**src/design/rocacc_pkg.sv**
```systemverilog
// shared types, constants and codes for the roc area accumulator
package rocacc_pkg;

    localparam int COUNT_BITS_DEF   = 24;
    localparam int SCORE_BITS_DEF   = 32;
    localparam int SCORE_W          = 32;
    localparam int AUC_W            = 23;
    localparam int OUT_CNT_W        = 24;
    localparam int LIMIT_W          = 16;
    localparam int Q_BITS           = 24;
    localparam int HALF_SCALE_SHIFT = 17;

    localparam logic [AUC_W-1:0]   AUC_FULL      = 23'd6553600;
    localparam logic [LIMIT_W-1:0] NEG_LIMIT_RST = 16'd50;

    typedef logic [0:0] t_reg_idx;
    localparam t_reg_idx REG_ROC50_MODE = 1'b0;
    localparam t_reg_idx REG_NEG_LIMIT  = 1'b1;

    typedef struct packed {
        logic signed [SCORE_W-1:0] score;
        logic                      is_positive;
        logic                      last;
    } t_in_item;

    typedef struct packed {
        logic [AUC_W-1:0]     auc_percent;
        logic                 degenerate;
        logic [OUT_CNT_W-1:0] positives;
        logic [OUT_CNT_W-1:0] negatives;
    } t_out_item;

    typedef enum logic [3:0] {
        ST_IDLE,
        ST_EVAL,
        ST_ACC,
        ST_FMUL,
        ST_FACC,
        ST_DEN,
        ST_START,
        ST_DIV,
        ST_DONE
    } t_state;

    typedef struct packed {
        logic in_ready;
        logic eval;
        logic mul_area;
        logic mul_den;
        logic acc;
        logic start;
        logic finish;
    } t_ctrl;

    typedef struct packed {
        logic last;
        logic skip_div;
        logic div_done;
        logic out_free;
    } t_stat;

endpackage

```
**src/design/roc_auc_accumulator_core.sv**
```systemverilog
// roc area accumulator top level: counts, bin area, final percentage
//
//  channel | direction | handshake                   | payload
//  in      | input     | i_in_valid / o_in_ready     | i_in_data  (t_in_item)
//  out     | output    | o_out_valid / i_out_ready   | o_out_data (t_out_item)
//  cfg     | input     | i_cfg_wr_en                 | i_cfg_index, i_cfg_data
//
// a non-last item steps through accept, multiply of the closed bin, area add
// a last item adds the final bin, the denominator multiply and a 24 step divide;
// the divide is skipped when either count or the denominator is zero
// a result waiting in the output register holds the sequencer in its done state,
// and input stays not ready until the register frees
// synchronous active-low reset clears counts and area and restores register defaults
module roc_auc_accumulator_core import rocacc_pkg::*; #(
    parameter int COUNT_BITS = COUNT_BITS_DEF,
    parameter int SCORE_BITS = SCORE_BITS_DEF
) (
    input  logic               i_clk,
    input  logic               i_rst_n,
    input  logic               i_in_valid,
    output logic               o_in_ready,
    input  t_in_item           i_in_data,
    output logic               o_out_valid,
    input  logic               i_out_ready,
    output t_out_item          o_out_data,
    input  logic               i_cfg_wr_en,
    input  t_reg_idx           i_cfg_index,
    input  logic [LIMIT_W-1:0] i_cfg_data
);

    localparam int CB     = COUNT_BITS;
    localparam int AREA_W = 2 * CB + 1;
    localparam int LIM_W  = (CB > LIMIT_W) ? CB : LIMIT_W;
    localparam int MB     = ((CB + 1) > LIM_W) ? (CB + 1) : LIM_W;
    localparam int PROD_W = CB + MB;
    localparam int DEN_W  = CB + LIM_W;
    localparam int DIV_W  = DEN_W + Q_BITS - 1;
    localparam int A25_W  = AREA_W + 5;

    t_ctrl w_ctrl;
    t_stat w_stat;

    t_in_item           r_item;
    logic               r_roc50;
    logic [LIMIT_W-1:0] r_limit;
    logic [CB-1:0]      r_pos;
    logic [CB-1:0]      r_neg;
    logic [CB-1:0]      r_pos_brk;
    logic [CB-1:0]      r_neg_brk;
    logic [SCORE_BITS-1:0] r_prev;
    logic               r_have_prev;
    logic [AREA_W-1:0]  r_area;
    logic [PROD_W-1:0]  r_prod;
    logic               r_do_add;
    logic [AUC_W-1:0]   r_auc;
    logic               r_out_valid;
    t_out_item          r_out;

    logic                  w_in_fire;
    logic                  w_out_free;
    logic [SCORE_BITS-1:0] w_score;
    logic                  w_open;
    logic                  w_new;
    logic [CB-1:0]         w_dx;
    logic [CB:0]           w_sy;
    logic [CB-1:0]         w_mul_a;
    logic [MB-1:0]         w_mul_b;
    logic [PROD_W-1:0]     w_prod;
    logic [AREA_W:0]       w_sum;
    logic [AREA_W-1:0]     w_area_next;
    logic                  w_degen;
    logic [CB-1:0]         w_pos_inc;
    logic [CB-1:0]         w_neg_inc;
    logic [A25_W-1:0]      w_area_ext;
    logic [A25_W-1:0]      w_area25;
    logic [DIV_W-1:0]      w_num;
    logic                  w_div_busy;
    logic                  w_div_done;
    logic [AUC_W-1:0]      w_quot;

    assign w_in_fire  = i_in_valid && w_ctrl.in_ready;
    assign w_out_free = !r_out_valid || i_out_ready;

    assign w_score = SCORE_BITS'($unsigned(r_item.score));
    assign w_open  = !r_roc50 || (LIM_W'(r_neg) < LIM_W'(r_limit));
    assign w_new   = !r_have_prev || (w_score != r_prev);
    assign w_dx    = (r_neg >= r_neg_brk) ? (r_neg - r_neg_brk) : '0;
    assign w_sy    = {1'b0, r_pos} + {1'b0, r_pos_brk};

    // one multiplier serves bin areas and the final denominator
    assign w_mul_a = w_ctrl.mul_den ? r_pos : w_dx;
    assign w_mul_b = w_ctrl.mul_den ? (r_roc50 ? MB'(r_limit) : MB'(r_neg)) : MB'(w_sy);
    assign w_prod  = PROD_W'(w_mul_a) * PROD_W'(w_mul_b);

    assign w_sum       = {1'b0, r_area} + {1'b0, AREA_W'(r_prod)};
    assign w_area_next = w_sum[AREA_W] ? '1 : w_sum[AREA_W-1:0];

    assign w_degen   = (r_pos == '0) || (r_neg == '0);
    assign w_pos_inc = (r_pos == '1) ? r_pos : r_pos + CB'(1);
    assign w_neg_inc = (r_neg == '1) ? r_neg : r_neg + CB'(1);

    // area times 3276800 = area times 25, shifted left 17
    assign w_area_ext = A25_W'(r_area);
    assign w_area25   = (w_area_ext << 4) + (w_area_ext << 3) + w_area_ext;
    assign w_num      = DIV_W'(w_area25) << HALF_SCALE_SHIFT;

    assign w_stat.last     = r_item.last;
    assign w_stat.skip_div = w_degen || (r_prod == '0);
    assign w_stat.div_done = w_div_done;
    assign w_stat.out_free = w_out_free;

    rocacc_ctrl u_ctrl (
        .i_clk     (i_clk),
        .i_rst_n   (i_rst_n),
        .i_in_fire (w_in_fire),
        .i_stat    (w_stat),
        .o_ctrl    (w_ctrl)
    );

    rocacc_div #(
        .DEN_W (DEN_W),
        .DIV_W (DIV_W)
    ) u_div (
        .i_clk   (i_clk),
        .i_rst_n (i_rst_n),
        .i_start (w_ctrl.start),
        .i_num   (w_num),
        .i_den   (DEN_W'(r_prod)),
        .o_busy  (w_div_busy),
        .o_done  (w_div_done),
        .o_quot  (w_quot)
    );

    always_ff @(posedge i_clk) begin
        if (!i_rst_n) begin
            r_roc50     <= 1'b0;
            r_limit     <= NEG_LIMIT_RST;
            r_pos       <= '0;
            r_neg       <= '0;
            r_pos_brk   <= '0;
            r_neg_brk   <= '0;
            r_prev      <= '0;
            r_have_prev <= 1'b0;
            r_area      <= '0;
            r_do_add    <= 1'b0;
            r_out_valid <= 1'b0;
        end else begin
            if (i_cfg_wr_en) begin
                case (i_cfg_index)
                    REG_ROC50_MODE: r_roc50 <= i_cfg_data[0];
                    REG_NEG_LIMIT:  r_limit <= i_cfg_data;
                    default:        r_roc50 <= r_roc50;
                endcase
            end
            if (w_ctrl.eval) begin
                r_do_add <= w_new && w_open;
                if (w_new && w_open) begin
                    r_neg_brk   <= r_neg;
                    r_pos_brk   <= r_pos;
                    r_prev      <= w_score;
                    r_have_prev <= 1'b1;
                end
                if (r_item.is_positive) begin
                    r_pos <= w_pos_inc;
                end else if (w_open) begin
                    r_neg <= w_neg_inc;
                end
            end else if (w_ctrl.mul_area) begin
                r_do_add <= 1'b1;
            end
            if (w_ctrl.acc && r_do_add) r_area <= w_area_next;
            if (w_ctrl.finish) begin
                r_pos       <= '0;
                r_neg       <= '0;
                r_pos_brk   <= '0;
                r_neg_brk   <= '0;
                r_prev      <= '0;
                r_have_prev <= 1'b0;
                r_area      <= '0;
                r_out_valid <= 1'b1;
            end else if (i_out_ready) begin
                r_out_valid <= 1'b0;
            end
        end
    end

    always_ff @(posedge i_clk) begin
        if (w_in_fire) r_item <= i_in_data;
        if (w_ctrl.mul_area || w_ctrl.mul_den) r_prod <= w_prod;
        if (w_ctrl.mul_den) begin
            r_auc <= '0;
        end else if (w_div_done) begin
            r_auc <= w_quot;
        end
        if (w_ctrl.finish) begin
            r_out.auc_percent <= r_auc;
            r_out.degenerate  <= w_degen;
            r_out.positives   <= OUT_CNT_W'(r_pos);
            r_out.negatives   <= OUT_CNT_W'(r_neg);
        end
    end

    assign o_in_ready  = w_ctrl.in_ready;
    assign o_out_valid = r_out_valid;
    assign o_out_data  = r_out;

    a_idle_div_quiet: assert property (@(posedge i_clk) disable iff (!i_rst_n)
        o_in_ready |-> !w_div_busy)
        else $error("divider busy while accepting beats");

    a_finish_clears: assert property (@(posedge i_clk) disable iff (!i_rst_n)
        w_ctrl.finish |=> o_out_valid && (r_area == '0) && (r_pos == '0) && !r_have_prev)
        else $error("set state not cleared after result");

    a_auc_cap: assert property (@(posedge i_clk) disable iff (!i_rst_n)
        o_out_valid |-> (o_out_data.auc_percent <= AUC_FULL))
        else $error("auc above full scale");

    a_degen_zero: assert property (@(posedge i_clk) disable iff (!i_rst_n)
        (o_out_valid && o_out_data.degenerate) |-> (o_out_data.auc_percent == '0))
        else $error("degenerate set with nonzero auc");

endmodule

```
**src/design/rocacc_ctrl.sv**
```systemverilog
// sequencer that steps the shared multiplier, accumulator and divider
module rocacc_ctrl import rocacc_pkg::*; (
    input  logic  i_clk,
    input  logic  i_rst_n,
    input  logic  i_in_fire,
    input  t_stat i_stat,
    output t_ctrl o_ctrl
);

    t_state r_state;
    t_state n_state;

    always_ff @(posedge i_clk) begin
        if (!i_rst_n) begin
            r_state <= ST_IDLE;
        end else begin
            r_state <= n_state;
        end
    end

    always_comb begin
        n_state = r_state;
        case (r_state)
            ST_IDLE: begin
                if (i_in_fire) n_state = ST_EVAL;
            end
            ST_EVAL:  n_state = ST_ACC;
            ST_ACC: begin
                n_state = i_stat.last ? ST_FMUL : ST_IDLE;
            end
            ST_FMUL:  n_state = ST_FACC;
            ST_FACC:  n_state = ST_DEN;
            ST_DEN:   n_state = ST_START;
            ST_START: begin
                n_state = i_stat.skip_div ? ST_DONE : ST_DIV;
            end
            ST_DIV: begin
                if (i_stat.div_done) n_state = ST_DONE;
            end
            ST_DONE: begin
                if (i_stat.out_free) n_state = ST_IDLE;
            end
            default:  n_state = ST_IDLE;
        endcase
    end

    always_comb begin
        o_ctrl          = '0;
        o_ctrl.in_ready = (r_state == ST_IDLE);
        o_ctrl.eval     = (r_state == ST_EVAL);
        o_ctrl.mul_area = (r_state == ST_EVAL) || (r_state == ST_FMUL);
        o_ctrl.mul_den  = (r_state == ST_DEN);
        o_ctrl.acc      = (r_state == ST_ACC) || (r_state == ST_FACC);
        o_ctrl.start    = (r_state == ST_START) && !i_stat.skip_div;
        o_ctrl.finish   = (r_state == ST_DONE) && i_stat.out_free;
    end

endmodule

```
**src/design/rocacc_div.sv**
```systemverilog
// restoring divider, one quotient bit per cycle, result capped at full scale
module rocacc_div import rocacc_pkg::*; #(
    parameter int DEN_W = 2 * COUNT_BITS_DEF,
    parameter int DIV_W = 2 * COUNT_BITS_DEF + Q_BITS - 1
) (
    input  logic             i_clk,
    input  logic             i_rst_n,
    input  logic             i_start,
    input  logic [DIV_W-1:0] i_num,
    input  logic [DEN_W-1:0] i_den,
    output logic             o_busy,
    output logic             o_done,
    output logic [AUC_W-1:0] o_quot
);

    localparam int CNT_W = $clog2(Q_BITS + 1);

    logic [DIV_W-1:0]  r_rem;
    logic [DIV_W-1:0]  r_dvs;
    logic [Q_BITS-1:0] r_q;
    logic [CNT_W-1:0]  r_cnt;
    logic              r_busy;
    logic              r_done;
    logic              w_ge;

    assign w_ge = (r_rem >= r_dvs);

    always_ff @(posedge i_clk) begin
        if (!i_rst_n) begin
            r_busy <= 1'b0;
            r_done <= 1'b0;
            r_cnt  <= '0;
        end else begin
            r_done <= r_busy && (r_cnt == CNT_W'(1));
            if (i_start) begin
                r_busy <= 1'b1;
                r_cnt  <= CNT_W'(Q_BITS);
            end else if (r_busy) begin
                r_cnt <= r_cnt - CNT_W'(1);
                if (r_cnt == CNT_W'(1)) r_busy <= 1'b0;
            end
        end
    end

    always_ff @(posedge i_clk) begin
        if (i_start) begin
            r_rem <= i_num;
            r_dvs <= DIV_W'(i_den) << (Q_BITS - 1);
            r_q   <= '0;
        end else if (r_busy) begin
            if (w_ge) r_rem <= r_rem - r_dvs;
            r_dvs <= r_dvs >> 1;
            r_q   <= {r_q[Q_BITS-2:0], w_ge};
        end
    end

    assign o_busy = r_busy;
    assign o_done = r_done;
    assign o_quot = (r_q > Q_BITS'(AUC_FULL)) ? AUC_FULL : r_q[AUC_W-1:0];

endmodule
```
**config.mk**
```make
export PLATFORM = sky130hd
export DESIGN_NAME = roc_auc_accumulator_core
export DESIGN_NICKNAME = d
export VERILOG_FILES = /design/src/design/rocacc_pkg.sv /design/src/design/roc_auc_accumulator_core.sv /design/src/design/rocacc_ctrl.sv /design/src/design/rocacc_div.sv
export SDC_FILE = /design/constraint.sdc
export NUM_CORES = 2
export LEC_CHECK = 0
export BUFFER_PORTS_ARGS = -buffer_cell sky130_fd_sc_hd__buf_2
export CAP_MARGIN = 10
export CORE_ASPECT_RATIO = 1.2
export CORE_MARGIN = 10
export CORE_UTILIZATION = 57
export DETAILED_ROUTE_END_ITERATION = 7
export PLACE_DENSITY_LB_ADDON = 0.25
export RECOVER_POWER = 50
export SLEW_MARGIN = 20
export SYNTH_ARGS = -nofsm -noshare
export SYNTH_HDL_FRONTEND = slang
export SYNTH_SLANG_ARGS = --single-unit
```
**constraint.sdc**
```tcl
create_clock -name i_clk -period 14.25 [get_ports i_clk]
set_input_delay 1.425 -clock i_clk [delete_from_list [all_inputs] [get_ports i_clk]]
set_output_delay 1.425 -clock i_clk [all_outputs]
set_load 0.02 [all_outputs]
```
==> Word-level counts from Yosys, hierarchy flattened <==
Cells that the tools add are included.
Widths: inputs -> output; s select.
{ "word_totals": {"out_inout_bits": 74, "word_cells": 126, "input_bits": 56, "regBits": 552} }
{ "classes": {"n_bitwise": 5, "reduce_logical": 36, "n_lt_le_gt_ge": 4, "n_eq_ne": 15, "n_mul": 1, "n_addsub": 9, "muxes": 26} }
{ "op_table": {"columns": ["op", "n"], "rows": [
  ["$mux 71", 5],
  ["$mux 24", 3],
  ["$ge 71x71->1", 1],
  ["$sub 71x71->71", 1],
  ["$add 53x52->54", 1],
  ["$add 54x49->54", 1],
  ["$add 49x49->50", 1],
  ["$logic_not 49->1", 1],
  ["$mul 24x25->49", 1],
  ["$mux 49", 1],
  ["$add 24x1->24 const B", 2],
  ["$eq 24x24->1 const B", 2],
  ["$logic_not 24->1", 2],
  ["$pmux 4 s9", 1],
  ["$ne 32x32->1", 1],
  ["$add 24x24->25", 1],
  ["$mux 25", 1],
  ["$ge 24x24->1", 1],
  ["$gt 24x23->1 const B", 1],
  ["$lt 24x16->1", 1],
  ["$sub 24x24->24", 1],
  ["$mux 23", 1],
  ["$eq 4x3->1 const B", 4],
  ["$mux 4", 4],
  ["other kinds (20)", 57]
]} }

==> Longest topological paths before layout <==
{ "depth": {"word_depth": 7, "ltp_mapped": 43, "ltp_nobuf": 39} }

==> By module <==
From an unflattened synthesis, not the netlist that was laid out.
{ "hier_totals": {"cells_unflattened": 6088, "hier_area_um2": 54717.5} }
{ "modules_own_cells": {"columns": ["mod", "area_each_um2", "cells_each", "n_inst"], "rows": [
  ["roc_auc_accumulator_core", 42239.3, 4670, 1],
  ["rocacc_div", 12145.4, 1376, 1],
  ["rocacc_ctrl", 332.8, 42, 1]
]} }

==> Worst setup path before layout <==
OpenSTA, ideal clock, no wires.
{ "synth_path": {"path_kind": "reg-to-reg", "start": "register r_neg[0]", "end": "register r_prod[48], data pin", "arrival_time_ns": 9.504, "n_path_buf": 4, "period_less_slack_ns": 9.764, "stages_incl_launch_ff": 43, "slack_ns": 4.486, "cell_sequence": "dfxtp_1 > buf_6 > inv_1 > ha_1 > fa_1 > nand2b_1 > a21boi_0 > o21a_1 > o31a_1 > a211oi_2 > a21oi_1 > o22ai_2 > buf_2 > o31ai_1 > clkbuf_1 > nand2_1 > fa_1 > inv_1 > (+7 left out) > inv_1 > fa_1 > inv_1 > fa_1 > inv_1 > ha_1 > clkbuf_1 > nand2_1 > o221ai_1 > a31o_2 > and2_1 > a41o_1 > a221o_1 > a32oi_2 > a31oi_1 > a31o_1 > a21oi_2 > xnor2_1"} }
{ "synth_via": {"elab_chain_cells": 4, "elab_cells_between_ends": 7} }
{ "synth_lines": {"columns": ["item", "line_no", "text"], "rows": [
  ["from (decl)", "roc_auc_accumulator_core.sv:47", "logic [CB-1:0] r_neg;"],
  ["from (signal assigned)", "roc_auc_accumulator_core.sv:166", "r_neg <= w_neg_inc;"],
  ["$sub 24x24->24 or $ge 24x24->1 (tied branches)", "roc_auc_accumulator_core.sv:87", "assign w_dx = (r_neg >= r_neg_brk) ? (r_neg - r_neg_brk) : '0;"],
  ["$mux 24", "roc_auc_accumulator_core.sv:87", null],
  ["$mux 24", "roc_auc_accumulator_core.sv:91", "assign w_mul_a = w_ctrl.mul_den ? r_pos : w_dx;"],
  ["$mul 24x25->49 *", "roc_auc_accumulator_core.sv:93", "assign w_prod = PROD_W'(w_mul_a) * PROD_W'(w_mul_b);"],
  ["via w_prod[48]", "roc_auc_accumulator_core.sv:68", "logic [PROD_W-1:0] w_prod;"],
  ["to (signal assigned)", "roc_auc_accumulator_core.sv:189", "if (w_ctrl.mul_area || w_ctrl.mul_den) r_prod <= w_prod;"],
  ["to (decl)", "roc_auc_accumulator_core.sv:53", "logic [PROD_W-1:0] r_prod;"]
]} }
The timed path passes the listed nets; every way through them passes the cells marked *.
A chain may end at the register's enable or synchronous reset.

==> Final worst setup path <==
{ "layout_path": {"start": "register u_ctrl.r_state[0]", "end": "register r_prod[48], data pin"} }
{ "layout_via": {"elab_chain_cells": 3, "elab_cells_between_ends": 4} }
{ "layout_lines": {"columns": ["item", "line_no", "text"], "rows": [
  ["from (decl)", "rocacc_ctrl.sv:10", "t_state r_state;"],
  ["from (signal assigned)", "rocacc_ctrl.sv:17", "r_state <= n_state;"],
  ["$eq 4x3->1 *", "rocacc_ctrl.sv:52", "o_ctrl.mul_den = (r_state == ST_DEN);"],
  ["$mux 24 or $mux 25 (tied branches)", "roc_auc_accumulator_core.sv:91, roc_auc_accumulator_core.sv:92", null],
  ["$mul 24x25->49 *", "roc_auc_accumulator_core.sv:93", null],
  ["via w_prod[48]", "roc_auc_accumulator_core.sv:68", null]
]} }
Marks and branches as above.

==> summary.txt <==
Run status
  – Status: finished with violations
  – Violated checks: capacitance limit, slew limit

Synth
  – Most common library cells after synthesis: 762 x inv_1, 734 x nand2_1, 554 x fa_1, 552 x nor2_1, 417 x ha_1
  – Area share of the leading cell type in the synthesized netlist: 20.7%
  – Async S/R FF share, synth: 0%
  – Register area share after synthesis: 25.4%
  – Yosys cell types: 92
  – Post-synthesis cell area: 53600 µm²
  – Cell taking the most area after synthesis: fa_1
  – Synth Area per Inst: 8.79 µm²
  – Post-Synthesis Net Count: 7120
  – Synthesized flop and latch total: 552
  – Number of flops mapped to enable cells by yosys: 257
  – Synth warnings: 0
  – Most frequent cell after synthesis: inv_1
  – Top post-synthesis cells by area: fa_1 21%, edfxtp_1 14%, dfxtp_1 11%, ha_1 9.7%, inv_1 5.3%
  – Synth Instances: 6093
  – Prevailing post-synth register cell: dfxtp_1

Flow run
  – MaxCap Viol Count: 6

Setup path
  – CP Capture Type: register
  – Worst-case reg-to-reg path depth: 31
  – Required @ worst endpoint: 14.61 ns
  – Reg2Reg Setup Slack: 2.19 ns
  – Critical path startpoint category: register
  – CP max-delay cell: and2_0
  – FF-to-FF End: r_prod[48]$_DFFE_PP_
  – Cell mode on critical path: fa_1
  – Setup Crit Path Kind: register to register
  – Worst R2R Start: u_ctrl.r_state[0]$_SDFFE_PN0P_
  – WP data arrival: 12.42 ns
  – CP max FO: 77
  – CP peak stage delay: 1.87 ns

Layout
  – Fill cells: 8207
  – Register area: 13600 µm²
  – Antenna Cells: 0
  – Final Cell Area: 57200 µm²
  – Share of layout cells above drive strength 1: 4.72%
  – Multi-input logic area: 36000 µm²
  – Layout area overhead: 6.68%
  – Final nets: 7084
  – Filler-free cell count of the finished design: 7358

Clock tree
  – CTS Buf Count: 59
  – CTS tree: built
  – Clock-pin slew on the worst setup and hold paths: 0.07 ns
  – Clock Root Buffer: clkbuf_16
  – Clk_lat worst skew: 0.67 ns
  – Post-cts resize count: 0
  – H-tree depth: 2
  – Clock buffer depth: 3
  – Post-CTS Repair Setup Buffers: 0
  – Hold buffers post-CTS: 0
  – Clock Sinks: 552

Timing
  – Hold Violations, Final: 0
  – Final Skew: 0.0572 ns
  – RSZ-0062 raised after global routing: no
  – Tmin final: 12.06 ns
  – Final setup fails: 0
  – Slew headroom: -165%
  – Hold slack final: 0.427 ns
  – Least-Margin Pin Slew: 3.98 ns
  – Final Max Tran Viols: 356
  – Fmax: 82.9 MHz
  – Fin crit share: 84.6%
  – Total Neg Setup Slack: 0 ns

Die
  – Die X: 300 µm
  – Core region area: 93600 µm²
  – Std-Cell Rows: 123
  – Starting Density: 57.3%
  – Die Area: 107000 µm²
  – Die height: 356 µm
  – Ports: 130

Route
  – Length of the first detailed-routing pass in iterations: 6
  – Final ANT Viol Nets: 0
  – Vias per Instance: 5.97
  – Drt drc: 0
  – Vias: 43900
  – Drt total wl: 155000 µm
  – Avg WL per Cell: 21.0 µm
  – Iteration-0 DRC Markers: 3243

Hold path
  – Hold path depth: 0
  – HP Class: register to register
  – HP Start: r_auc[15]$_SDFFE_PP0P_
  – Worst Hold End: o_out_data[64]$_DFFE_PP_

Global routing
  – Initial antenna violation count: 0
  – GRT Overall Usage: 28.9%
  – First-pass GRT wire length: 246000 µm
  – GR Overflow Total: 0
  – Largest net degree at the start of global routing: 99
  – Vias in the first global route: 44600

Placement
  – Area after DPL: 55200 µm²
  – Post-DP HPWL: 120000 µm
  – Gpl congestion: 0.974
  – Buffers on Ports: 129
  – Cells after DPL: 7246

Power and ir drop
  – Max VDD drop: 0.102 mV
  – Leak pwr: 25.0 nW
  – Power density cells: 66.9 nW/µm²
report_power, final:
| part | switching [mW] | internal (mW) |
|---|---|---|
| Sequential | 0.0586 | 1.70 |
| Combinational | 0.290 | 0.146 |
| Clock | 0.689 | 0.941 |
critical path: cells and delay by family (launching register included):
family | cells | cell delay, ns
AO/OA/AOI/OAI | 11 | 3.23
adder cells (fa/ha/maj) | 8 | 3.92
buffers and inverters | 6 | 1.23
XOR/XNOR | 1 | 0.07
flip-flops | 1 | 0.52
AND/OR/NAND/NOR | 5 | 2.68
worst max-delay path by stage:
stage,startpoint,to,slack [ns],cells past startpoint
after floorplan,r_neg[0]$_SDFFE_PP0P_,r_prod[48]$_DFFE_PP_,4.49,42
final,u_ctrl.r_state[0]$_SDFFE_PN0P_,r_prod[48]$_DFFE_PP_,2.19,31
after global placement,r_neg[0]$_SDFFE_PP0P_,r_prod[48]$_DFFE_PP_,3.58,38
after detailed placement,r_neg[0]$_SDFFE_PP0P_,r_prod[48]$_DFFE_PP_,3.45,38
after CTS,r_neg[0]$_SDFFE_PP0P_,r_prod[48]$_DFFE_PP_,3.35,38
after global routing,u_ctrl.r_state[0]$_SDFFE_PN0P_,r_prod[45]$_DFFE_PP_,1.56,31
flip-flops by register name, indices dropped and copies added, names as in the netlist, 32 cells and up:
name         cells
o_out_data      72
r_area          49
r_prod          49
u_div.r_rem     71
u_div.r_dvs     71
w_score         32
r_prev          32
metrics by stage:
stage	utilization, %	setup WS [ns]	power, mW
after floorplan	-	4.49	2.08
after global placement	59.0	3.58	2.21
after detailed placement	59.0	3.45	2.21
after CTS	61.2	3.35	3.84
after global routing	61.1	1.56	3.95
final	61.1	2.19	3.82
cell families after synthesis:
group / after synthesis / synth area share [%]
and+or+nand+nor: 1898 / 15.8
AOI/OAI and AO/OA: 1229 / 14.3
buffers and inverters: 1065 / 7.69
adders and majority gates: 971 / 30.4
DFF: 552 / 25.4
xor gates and xnor gates: 314 / 5.13
muxes: 64 / 1.20
cell type report:
cell class,count,share of cell area (%)
Clock buffer,80,2.93
Clock inverter,32,0.683
Tap cell,1250,2.74
Timing Repair Buffer,205,1.89
Inverter,763,5.01
Sequential cell,552,23.8
Multi-Input combinational cell,4476,62.9
cells in the final DEF (no fill, tap or decap), types with 56 or more instances in the layout:
| cell | Yosys | layout |
|---|---|---|
| edfxtp_1 | 257 | 257 |
| fa_1 | 554 | 554 |
| ha_1 | 417 | 417 |
| a21oi_1 | 379 | 370 |
| inv_1 | 762 | 761 |
| clkbuf_16 | 0 | 60 |
| mux2i_1 | 64 | 64 |
| o21ai_0 | 316 | 316 |
| a21o_1 | 114 | 114 |
| nand4_1 | 81 | 81 |
| nand3_1 | 176 | 175 |
| dfxtp_1 | 295 | 294 |
| nor2b_1 | 56 | 56 |
| xnor2_1 | 183 | 183 |
| clkbuf_1 | 236 | 102 |
| nor2_1 | 552 | 552 |
| buf_4 | 5 | 68 |
| xor2_1 | 131 | 131 |
| nand2_1 | 734 | 732 |
metal layers:
metal	track usage, %	vias up	wire (µm)
li1	-	20300	-
met1	34.0	21500	59400
met2	50.5	1591	75700
met3	4.08	501	9790
met4	15.7	0	9760
met5	0	-	0
(Power assumes the default switching activity.)
